--- src/bsss_pkg.sv ---
package bsss_pkg;

  // Store geometry
  localparam int QUEUE_DEPTH = 64;
  localparam int TAG_BITS    = 8;
  localparam int IDX_W       = $clog2(QUEUE_DEPTH);
  localparam int CNT_W       = $clog2(QUEUE_DEPTH + 1);

  // Field and register widths
  localparam int SECTOR_W  = 32;
  localparam int TAG_OUT_W = 8;
  localparam int TAG_W     = (TAG_BITS < TAG_OUT_W) ? TAG_BITS : TAG_OUT_W;
  localparam int REG_W     = 7;

  // Configuration port
  localparam int CFG_ADDR_W = 3;
  localparam int CFG_DATA_W = 32;

  localparam logic [REG_W-1:0] LIMIT_RESET  = 7'd10;
  localparam logic [REG_W-1:0] PERIOD_RESET = 7'd100;

  // Register indexes (paddr[2])
  localparam logic REG_QUEUE_LIMIT = 1'b0;
  localparam logic REG_TICK_PERIOD = 1'b1;

  // Input transaction modes
  typedef enum logic [1:0] {
    MODE_ADD   = 2'd0,
    MODE_TICK  = 2'd1,
    MODE_DRAIN = 2'd2
  } mode_t;

  typedef struct packed {
    logic [1:0]          mode;
    logic [SECTOR_W-1:0] sector;
    logic [7:0]          request_tag;
  } in_item_t;

  typedef struct packed {
    logic [SECTOR_W-1:0]  out_sector;
    logic [TAG_OUT_W-1:0] out_tag;
    logic                 last;
  } out_item_t;

  typedef struct packed {
    logic [SECTOR_W-1:0] sector;
    logic [TAG_W-1:0]    tag;
  } entry_t;

  typedef struct packed {
    logic             wr_en;
    logic [IDX_W-1:0] wr_addr;
    entry_t           wr_data;
    logic             rd_en;
    logic [IDX_W-1:0] rd_addr;
  } mem_req_t;

  // Effective (clamped) configuration
  typedef struct packed {
    logic [CNT_W-1:0] limit;
    logic [REG_W-1:0] period;
  } cfg_t;

endpackage

--- src/bsss_store.sv ---
module bsss_store
  import bsss_pkg::*;
(
  input  logic     clk,
  input  mem_req_t req,
  output entry_t   rd_data
);

  entry_t mem [QUEUE_DEPTH];
  entry_t rd_data_r;

  // Write one entry, read one entry with registered data
  always_ff @(posedge clk) begin
    if (req.wr_en) begin
      mem[req.wr_addr] <= req.wr_data;
    end
    if (req.rd_en) begin
      rd_data_r <= mem[req.rd_addr];
    end
  end

  assign rd_data = rd_data_r;

endmodule

--- src/bsss_cfg.sv ---
module bsss_cfg
  import bsss_pkg::*;
(
  input  logic                  clk,
  input  logic                  rst_n,
  input  logic                  psel,
  input  logic                  penable,
  input  logic                  pwrite,
  input  logic [CFG_ADDR_W-1:0] paddr,
  input  logic [CFG_DATA_W-1:0] pwdata,
  output logic [CFG_DATA_W-1:0] prdata,
  output logic                  pready,
  output cfg_t                  cfg
);

  logic [REG_W-1:0] limit_r;
  logic [REG_W-1:0] period_r;
  logic             reg_sel;
  logic             wr_fire;

  assign pready  = 1'b1;
  assign reg_sel = paddr[2];
  assign wr_fire = psel && penable && pwrite;

  // Register writes in the access phase
  always_ff @(posedge clk) begin
    if (!rst_n) begin
      limit_r  <= LIMIT_RESET;
      period_r <= PERIOD_RESET;
    end else if (wr_fire) begin
      unique case (reg_sel)
        REG_QUEUE_LIMIT: limit_r  <= pwdata[REG_W-1:0];
        REG_TICK_PERIOD: period_r <= pwdata[REG_W-1:0];
        default: ;
      endcase
    end
  end

  // Read back
  always_comb begin
    prdata = '0;
    unique case (reg_sel)
      REG_QUEUE_LIMIT: prdata = CFG_DATA_W'(limit_r);
      REG_TICK_PERIOD: prdata = CFG_DATA_W'(period_r);
      default:         prdata = '0;
    endcase
  end

  // Clamp limit to 1..depth and period to at least 1
  always_comb begin
    if (limit_r == '0) begin
      cfg.limit = CNT_W'(1);
    end else if (limit_r > REG_W'(QUEUE_DEPTH)) begin
      cfg.limit = CNT_W'(QUEUE_DEPTH);
    end else begin
      cfg.limit = CNT_W'(limit_r);
    end
    cfg.period = (period_r == '0) ? REG_W'(1) : period_r;
  end

endmodule

--- src/bsss_seq.sv ---
module bsss_seq
  import bsss_pkg::*;
(
  input  logic      clk,
  input  logic      rst_n,
  input  logic      start,
  input  in_item_t  in_data,
  input  cfg_t      cfg,
  input  entry_t    rd_data,
  output mem_req_t  mem_req,
  output logic      busy,
  output logic      out_valid,
  output out_item_t out_data
);

  typedef enum logic [2:0] {
    S_IDLE,
    S_INS,
    S_INS_LAST,
    S_DSTART,
    S_DRAIN
  } state_t;

  state_t           state_r, state_nxt;
  logic [CNT_W-1:0] count_r, count_nxt;
  logic [REG_W-1:0] tick_r, tick_nxt;
  logic [IDX_W-1:0] idx_r, idx_nxt;
  entry_t           new_r, new_nxt;
  logic             out_valid_r, out_valid_nxt;
  out_item_t        out_data_r, out_data_nxt;

  logic [CNT_W-1:0] cnt_inc;
  logic [REG_W-1:0] tick_inc;
  logic             is_last;
  entry_t           in_entry;

  assign cnt_inc  = count_r + 1'b1;
  assign tick_inc = tick_r + 1'b1;
  assign is_last  = (CNT_W'(idx_r) == (count_r - 1'b1));
  assign in_entry = '{sector: in_data.sector, tag: in_data.request_tag[TAG_W-1:0]};

  // Sequencer: insert in sorted order on add, stream out on dispatch
  always_comb begin
    state_nxt     = state_r;
    count_nxt     = count_r;
    tick_nxt      = tick_r;
    idx_nxt       = idx_r;
    new_nxt       = new_r;
    out_valid_nxt = 1'b0;
    out_data_nxt  = out_data_r;
    mem_req       = '0;
    unique case (state_r)
      S_IDLE: begin
        if (start) begin
          case (in_data.mode)
            MODE_ADD: begin
              new_nxt = in_entry;
              if (count_r == CNT_W'(QUEUE_DEPTH)) begin
                state_nxt = S_DSTART;
              end else if (count_r == '0) begin
                mem_req.wr_en   = 1'b1;
                mem_req.wr_addr = '0;
                mem_req.wr_data = in_entry;
                count_nxt       = CNT_W'(1);
                if (CNT_W'(1) >= cfg.limit) begin
                  state_nxt = S_DSTART;
                end
              end else begin
                mem_req.rd_en   = 1'b1;
                mem_req.rd_addr = IDX_W'(count_r - 1'b1);
                idx_nxt         = IDX_W'(count_r - 1'b1);
                state_nxt       = S_INS;
              end
            end
            MODE_TICK: begin
              if (tick_inc >= cfg.period) begin
                tick_nxt = '0;
                if (count_r != '0) begin
                  state_nxt = S_DSTART;
                end
              end else begin
                tick_nxt = tick_inc;
              end
            end
            MODE_DRAIN: begin
              if (count_r != '0) begin
                state_nxt = S_DSTART;
              end
            end
            default: ;
          endcase
        end
      end
      S_INS: begin
        // Shift larger entries up one slot, stop after the first not larger
        mem_req.wr_en   = 1'b1;
        mem_req.wr_addr = idx_r + 1'b1;
        if (rd_data.sector > new_r.sector) begin
          mem_req.wr_data = rd_data;
          if (idx_r == '0) begin
            state_nxt = S_INS_LAST;
          end else begin
            mem_req.rd_en   = 1'b1;
            mem_req.rd_addr = idx_r - 1'b1;
            idx_nxt         = idx_r - 1'b1;
          end
        end else begin
          mem_req.wr_data = new_r;
          count_nxt       = cnt_inc;
          state_nxt       = (cnt_inc >= cfg.limit) ? S_DSTART : S_IDLE;
        end
      end
      S_INS_LAST: begin
        mem_req.wr_en   = 1'b1;
        mem_req.wr_addr = '0;
        mem_req.wr_data = new_r;
        count_nxt       = cnt_inc;
        state_nxt       = (cnt_inc >= cfg.limit) ? S_DSTART : S_IDLE;
      end
      S_DSTART: begin
        mem_req.rd_en   = 1'b1;
        mem_req.rd_addr = '0;
        idx_nxt         = '0;
        state_nxt       = S_DRAIN;
      end
      S_DRAIN: begin
        out_valid_nxt           = 1'b1;
        out_data_nxt.out_sector = rd_data.sector;
        out_data_nxt.out_tag    = TAG_OUT_W'(rd_data.tag);
        out_data_nxt.last       = is_last;
        if (is_last) begin
          count_nxt = '0;
          state_nxt = S_IDLE;
        end else begin
          mem_req.rd_en   = 1'b1;
          mem_req.rd_addr = idx_r + 1'b1;
          idx_nxt         = idx_r + 1'b1;
        end
      end
      default: state_nxt = S_IDLE;
    endcase
  end

  // Hold state and registered outputs
  always_ff @(posedge clk) begin
    if (!rst_n) begin
      state_r     <= S_IDLE;
      count_r     <= '0;
      tick_r      <= '0;
      out_valid_r <= 1'b0;
    end else begin
      state_r     <= state_nxt;
      count_r     <= count_nxt;
      tick_r      <= tick_nxt;
      out_valid_r <= out_valid_nxt;
      idx_r       <= idx_nxt;
      new_r       <= new_nxt;
      out_data_r  <= out_data_nxt;
    end
  end

  assign busy      = (state_r != S_IDLE);
  assign out_valid = out_valid_r;
  assign out_data  = out_data_r;

  // A result only follows a dispatch cycle
  a_out_from_drain: assert property (@(posedge clk) disable iff (!rst_n)
    out_valid_r |-> $past(state_r == S_DRAIN))
    else $error("result strobe without dispatch");

  // The last result of a burst leaves the store empty
  a_last_empties: assert property (@(posedge clk) disable iff (!rst_n)
    (out_valid_r && out_data_r.last) |-> (count_r == '0))
    else $error("store not empty after last result");

  // Fill level stays within the store
  a_count_bound: assert property (@(posedge clk) disable iff (!rst_n)
    count_r <= CNT_W'(QUEUE_DEPTH))
    else $error("store count overflow");

  // Drain on an empty store produces nothing
  a_empty_drain: assert property (@(posedge clk) disable iff (!rst_n)
    (start && !busy && in_data.mode == MODE_DRAIN && count_r == '0) |=> (state_r == S_IDLE))
    else $error("dispatch on empty store");

  // Insertion only runs with something already stored
  a_ins_nonempty: assert property (@(posedge clk) disable iff (!rst_n)
    (state_r == S_INS) |-> (count_r != '0))
    else $error("insert walk on empty store");

endmodule

--- src/batch_sector_sort_scheduler_unit.sv ---
// Batch sector-sort scheduler.
// Input channel: a transaction is taken when start is high and busy is low.
// in_data.mode selects add (store sector and tag), tick (advance the timer)
// or drain (dispatch everything now); mode three is ignored.
// The store is kept sorted by sector at all times: an add walks down from
// the top entry through one shared sector comparator, moving one larger entry
// up per cycle; an add into an empty store is written directly, any other add
// reads the top entry first, then walks past each entry with a larger sector.
// Ticks and drains leave busy low unless they start a dispatch.
// A dispatch (store reaches queue_limit on an add, or timer expiry or drain with
// a non-empty store) reads the store in order through its single read
// port: S_DSTART reads the first entry, S_DRAIN registers it, then one result
// per cycle on out_valid/out_data, last marking the final one. busy stays high
// until the final result is registered. Equal sectors leave in arrival order.
// Results are strobed for one cycle; the receiver cannot stall them.
// Configuration (queue_limit at 0x0, tick_period at 0x4) is written over the
// APB port while busy is low (a user rule, unenforced). Reset clears the count
// and timer, loads queue_limit 10 and tick_period 100; no clearing pass needed.
module batch_sector_sort_scheduler_unit
  import bsss_pkg::*;
(
  input  logic                  clk,
  input  logic                  rst_n,
  input  logic                  start,
  output logic                  busy,
  input  in_item_t              in_data,
  output logic                  out_valid,
  output out_item_t             out_data,
  input  logic                  psel,
  input  logic                  penable,
  input  logic                  pwrite,
  input  logic [CFG_ADDR_W-1:0] paddr,
  input  logic [CFG_DATA_W-1:0] pwdata,
  output logic [CFG_DATA_W-1:0] prdata,
  output logic                  pready
);

  cfg_t     cfg;
  mem_req_t mem_req;
  entry_t   rd_data;

  bsss_cfg u_cfg (
    .clk     (clk),
    .rst_n   (rst_n),
    .psel    (psel),
    .penable (penable),
    .pwrite  (pwrite),
    .paddr   (paddr),
    .pwdata  (pwdata),
    .prdata  (prdata),
    .pready  (pready),
    .cfg     (cfg)
  );

  bsss_store u_store (
    .clk     (clk),
    .req     (mem_req),
    .rd_data (rd_data)
  );

  bsss_seq u_seq (
    .clk       (clk),
    .rst_n     (rst_n),
    .start     (start),
    .in_data   (in_data),
    .cfg       (cfg),
    .rd_data   (rd_data),
    .mem_req   (mem_req),
    .busy      (busy),
    .out_valid (out_valid),
    .out_data  (out_data)
  );

endmodule
--- config.mk ---
export PLATFORM = sky130hd
export DESIGN_NAME = batch_sector_sort_scheduler_unit
export DESIGN_NICKNAME = d
export VERILOG_FILES = /design/src/bsss_pkg.sv /design/src/bsss_store.sv /design/src/bsss_cfg.sv /design/src/bsss_seq.sv /design/src/batch_sector_sort_scheduler_unit.sv
export SDC_FILE = /design/constraint.sdc
export NUM_CORES = 2
export LEC_CHECK = 0
export BUFFER_PORTS_ARGS = -buffer_cell sky130_fd_sc_hd__buf_4
export CORE_UTILIZATION = 35
export CTS_CLUSTER_DIAMETER = 200
export CTS_CLUSTER_SIZE = 25
export DETAILED_ROUTE_END_ITERATION = 8
export GPL_TIMING_DRIVEN = 0
export SLEW_MARGIN = 20
export SYNTH_ARGS = -nofsm -noshare
export SYNTH_HDL_FRONTEND = slang
export SYNTH_SLANG_ARGS = --single-unit
--- constraint.sdc ---
create_clock -name clk -period 7.55 [get_ports clk]
set_input_delay 1.51 -clock clk [delete_from_list [all_inputs] [get_ports clk]]
set_output_delay 1.51 -clock clk [all_outputs]
set_load 0.02 [all_outputs]
* After elaboration in Yosys (flattened, before gate mapping) *
Memory sizes are Yosys's and may differ from the RTL's. A register that Yosys moved wholly into a read port is not among the register bits.
Index checks and enable logic that the tools add are counted.

word-level totals
  flip-flop bits (word level) = 119
  bits in writable memories = 2560
  input bits = 83
  memories = 1

operators by class
  add/sub/neg operators = 5
  $lt $le $gt $ge = 5
  eq/ne operators = 22
  muxes and demuxes = 46
  bitwise operators = 1
  reductions and logical operators = 20

memories
  memory       words  bits a word  rd ports  clocked after Yosys merged registers in  wr ports  line             RTL
  u_store.mem  64     40           1         1                                        1         bsss_store.sv:9  entry_t mem [QUEUE_DEPTH];

operators by type and width
  cell                                                                   count
  54-bit 2-to-1 mux                                                      3
  47-bit one-hot mux with 3 select lines                                 1
  7-bit 2-to-1 mux                                                       14
  32-bit one-hot mux with 2 select lines                                 1
  7-bit one-hot mux with 4 select lines                                  2
  47-bit 2-to-1 mux                                                      1
  6-bit 2-to-1 mux                                                       7
  40-bit 2-to-1 mux                                                      1
  32-bit > comparator                                                    1
  3-bit 2-to-1 mux                                                       9
  6-bit one-hot mux with 4 select lines                                  1
  7-bit logical NOT                                                      3
  3-bit one-hot mux with 5 select lines                                  1
  7-bit by 1-bit adder with 7-bit output (second input constant)         2
  7-bit >= comparator                                                    2
  2-bit inequality test (second input constant)                          7
  3-bit one-hot mux with 3 select lines                                  1
  9-bit AND reduction                                                    1
  4-bit nonzero test                                                     2
  6-bit by 7-bit equality test with 1-bit output                         1
  7-bit equality test (second input constant)                            1
  1-bit by 7-bit >= comparator with 1-bit output (first input constant)  1
  7-bit > comparator (second input constant)                             1
  7-bit AND reduction                                                    1
  26 further kinds                                                       34

* Depth between registers and ports, before layout *
  word-level depth = 10
  mapped depth = 20
  depth with buffers taken out = 15

* By module *
Synthesis repeated with hierarchy kept, for this count alone.

unflattened totals
  cells, all modules = 4925
  area, all modules = 105642.6 um^2

by module, submodules not included
  module      times used  cells an instance  area each (um^2)
  bsss_store  1           4195               98254.2
  bsss_seq    1           615                6401.1
  bsss_cfg    1           115                987.2

* Worst setup path before layout *
OpenSTA, ideal clock, no wires.

  kind = input-to-reg
  from = in in_data[40] (netlist name)
  to = mem u_store.mem[10][0] (netlist name) (enable)
  library setup time = 0.438 ns
  arrival time = 4.489 ns
  data required time = 7.112 ns
  setup slack = 2.624 ns
  cell stages on the path = 9
  path buffers = 1
  cell sequence = inv_1 -> ha_1 -> and3_1 -> and2_1 -> clkbuf_1 -> nor2_1 -> nor2_1 -> nand4_1 -> nor2_1

on the way
  cells in the longest elaborated chain, start to end = 6

RTL lines
  item                                        line                                    RTL
  start, declared                             batch_sector_sort_scheduler_unit.sv:26  input in_item_t in_data,
  2-bit logical NOT (*)                       bsss_seq.sv:55                          case (in_data.mode)
  54-bit 2-to-1 mux (*)                       bsss_seq.sv:55
  54-bit 2-to-1 mux (*)                       bsss_seq.sv:54                          if (start) begin
  47-bit one-hot mux with 3 select lines (*)  bsss_seq.sv:52                          unique case (state_r)
  1-bit 2-to-1 mux                            bsss_store.sv:14                        if (req.wr_en) begin
  1-bit 2-to-1 mux (implied by the code)      bsss_store.sv:15                        mem[req.wr_addr] <= req.wr_data;
  end, declared                               bsss_store.sv:9

Mark *: on every way between the ends. The rest lies on a longest branch, timed or not.

* Worst setup path in the final report *
  from = reg, netlist name u_store.rd_data[39]
  to = reg, netlist name u_store.rd_data[27]

on the way
  cells in the longest elaborated chain, start to end = 3

RTL lines
  item                                   line            RTL
  32-bit > comparator                    bsss_seq.sv:98  if (rd_data.sector > new_r.sector) begin
  7-bit 2-to-1 mux                       bsss_seq.sv:98
  7-bit one-hot mux with 4 select lines  bsss_seq.sv:52

No other way between the ends.
A chain may end at the register's enable or synchronous reset.

==> impl_metrics.json <==
{
  "worstPathCellList": "ha_1 -> nand4_1 -> nor4_2 -> o41a_1 -> o21ai_1 -> clkbuf_1 -> o21a_1 -> clkbuf_1 -> nand2_2 -> clkbuf_1 -> a311oi_1 -> o41ai_2 -> nand2_1 -> or4_1",
  "final.setup.worst_slack_ns": 0.0924,
  "die_h_um": 558,
  "worstMarginPinSlew_ns": 1.30,
  "cts_buffer_depth": 3,
  "min_period_over_period_pct": 98.8,
  "cts_sinks": 2719,
  "yosysTopAreaCell": "edfxtp_1",
  "num_vias": 68786,
  "grt_pass1_vias": 64407,
  "maxSlewHeadroom_pct": 12.3,
  "finalInstanceArea_um2": 122000,
  "p_total_uw": 37600,
  "synth_top_area_share_pct": 74.5,
  "slew_violations": 0,
  "clock_skew_ns": 0.0644,
  "crit_slowest_cell": "o41ai_2",
  "synth_edf_count": 2687,
  "clk_pin_slew_ns": 0.11,
  "synth_most_common_cell": "edfxtp_1",
  "drt_iter0_markers": 9815,
  "drc": 0,
  "setup_viol": 0,
  "cts_inserted_buffers": 118,
  "critPathMaxFanout": 10,
  "row_count": 203,
  "outcome": "complete, no violations",
  "portBuffers": 104,
  "synthFlopType": "edfxtp_1",
  "synth_warnings": 0,
  "dpl_worst_slack_ns": -0.362,
  "critical-path-max-stage-delay_ns": 0.82,
  "core_area_um2": 307000,
  "startpoint_type": "register",
  "synth.distinct_cells": 75,
  "synth_area_per_cell_um2": 14.1,
  "maxCapViolCount": 0,
  "place_area_um2": 118000,
  "wl_mm": 340,
  "die_area_um2": 312000,
  "cts-root-buf": "clkbuf_16",
  "hold_class": "reg2reg",
  "syn_inst": 7678,
  "hold_viol": 0,
  "power_density_nw_per_um2": 309,
  "crit_required_ns": 8.14,
  "fin_nets": 8226,
  "grt_use_total_pct": 21.2,
  "cts_setup_buffers": 0,
  "fin_crit_ns": 7.46,
  "cts_tree": "done",
  "crit_buf_inv": 3,
  "critPathArrivalTime_ns": 8.05,
  "grt.overflow.total": 0,
  "cp_common_cell": "clkbuf_1",
  "grt_pass1_wl_mm": 474,
  "via_per_inst": 5.60,
  "leakage_uw": 0.0417,
  "h-tree-depth": 3,
  "vdd_ir_drop_max_uv": 251,
  "io_pins": 159,
  "wire_per_inst_um": 27.7,
  "critical_path.top_delay_family": "simple AND/OR/NAND/NOR gates",
  "fin_hold_ws_ns": 0.463,
  "tns_ns": 0,
  "drive_above_1_share_pct": 8.92,
  "yosysSeqAreaShare_pct": 75.1,
  "gp_congestion": 0.937,
  "firstDrtPassIters": 9,
  "hold_buffers": 0,
  "fillCellCount": 28238,
  "insertion_delay_ns": 0.86,
  "async_reset_ff_share_pct": 0,
  "dpl.hpwl_mm": 240,
  "antenna_found_initial": 53,
  "die_x_um": 558,
  "fmax_mhz": 134,
  "synth_area_um2": 108000,
  "synth_commonest_cells": "edfxtp_1 (2687), nand2_1 (1689), a21oi_1 (725)",
  "areaGrowthSynthToFinish_pct": 12.5,
  "synth_seq_cells": 2719,
  "worstSetupEndpointType": "register",
  "synth_area_leaders": "edfxtp_1 (75%), nand2_1 (5.9%), a21oi_1 (3.4%)",
  "start_util_pct": 35.3,
  "critical_path_class": "reg2reg",
  "ant_nets": 0,
  "grt_max_degree": 65
}
[per-layer routing]
layer / up-vias / global-route usage [%] / wire length (um)
li1: 29743 / - / -
met3: 548 / 4.89 / 37300
met1: 34672 / 27.5 / 130000
met5: - / 0 / 115
met2: 3805 / 33.2 / 154000
met4: 18 / 11.0 / 18600
[flip-flops by register name, summed over array words and instances, names as in the netlist]
| register | cells |
|---|---|
| u_store.mem | 2560 |
| u_seq.state_r | 3 |
| u_seq.out_valid | 1 |
| u_store.rd_data | 40 |
| u_seq.new_r | 40 |
| u_seq.count_r | 7 |
| u_seq.idx_r | 6 |
| u_cfg.limit_r | 7 |
| u_seq.tick_r | 7 |
| u_seq.out_data | 41 |
| u_cfg.period_r | 7 |
[cell type report]
class / instances / area (um^2) / area share, %
Timing Repair Buffer: 266 / 4130 / 3.39
Multi-Input combinational cell: 4359 / 25000 / 20.5
Antenna cell: 55 / 138 / 0.113
Inverter: 92 / 428 / 0.351
Clock inverter: 4 / 42.5 / 0.0349
Tap cell: 4100 / 5130 / 4.21
Clock buffer: 148 / 3150 / 2.59
Sequential cell: 2719 / 81300 / 66.7
Buffer: 532 / 2490 / 2.04
[where the power goes]
group / leakage [uW] / internal [uW] / switching [uW]
Sequential: 0.0250 / 19100 / 187
Clock: 0.00155 / 2940 / 4500
Combinational: 0.0151 / 2460 / 8430
[kinds of logic after synthesis]
family | count (synthesis) | synth area share, %
multiplexers | 330 | 3.06
flip-flops | 2719 | 75.1
buffers and inverters | 624 | 2.60
adder cells (fa/ha/maj) | 55 | 0.636
other | 2 | 0.00694
AO/OA/AOI/OAI | 1734 | 9.86
XOR/XNOR | 33 | 0.292
AND/OR/NAND/NOR | 2181 | 8.44
[metrics by stage]
stage                     cells  util (%)
after floorplan            7702         -
after global placement    11906      37.2
after detailed placement  12066      38.6
after CTS                 12218      39.6
after global routing      12262      39.7
final                     12275      39.7
[cell usage in the layout (no fill, tap or decap), types with 47 or more instances in the layout]
master	instances
inv_1	51
diode_2	55
nor2_4	65
nand2_1	1686
buf_2	66
and3_1	170
o22ai_1	159
clkbuf_1	382
buf_12	91
ha_1	55
a311oi_1	160
o21ai_0	239
buf_16	49
buf_4	183
clkbuf_16	122
nand4_1	47
a21oi_1	725
a211oi_1	163
o21ai_1	75
mux2i_1	323
o41ai_1	47
nor2_1	60
edfxtp_1	2687
[timing repair]
item | in CTS | in global routing
endpoints found under the setup margin | 11 | 25
gates resized for setup | 7 | 11
hold endpoints to repair | 0 | 0
pin swaps | 0 | 1
[worst register-to-register path, cell delays in order (launching register included)]
cell      delay, ns
edfxtp_1       0.65
ha_1           0.44
nand4_1        0.48
nor4_2         0.57
o41a_1         0.52
o21ai_1        0.22
clkbuf_1       0.33
o21a_1         0.26
clkbuf_1       0.40
nand2_2        0.52
clkbuf_1       0.61
a311oi_1       0.12
o41ai_2        0.82
nand2_1        0.53
or4_1          0.72
[path summary, 6_finish.rpt]
| path | startpoint | endpoint | slack (ns) | cells past startpoint |
|---|---|---|---|---|
| worst max-delay path | u_store.rd_data[39]$_DFFE_PP_ | u_store.rd_data[27]$_DFFE_PP_ | 0.09 | 14 |
| worst min-delay path | u_cfg.limit_r[0]$_SDFFE_PN0P_ | u_cfg.limit_r[0]$_SDFFE_PN0P_ | 0.46 | 2 |
| worst max register to register | u_store.rd_data[39]$_DFFE_PP_ | u_store.rd_data[27]$_DFFE_PP_ | 0.09 | 14 |
| worst min register to register | u_cfg.limit_r[0]$_SDFFE_PN0P_ | u_cfg.limit_r[0]$_SDFFE_PN0P_ | 0.46 | 2 |
(Power assumes the default switching activity.)
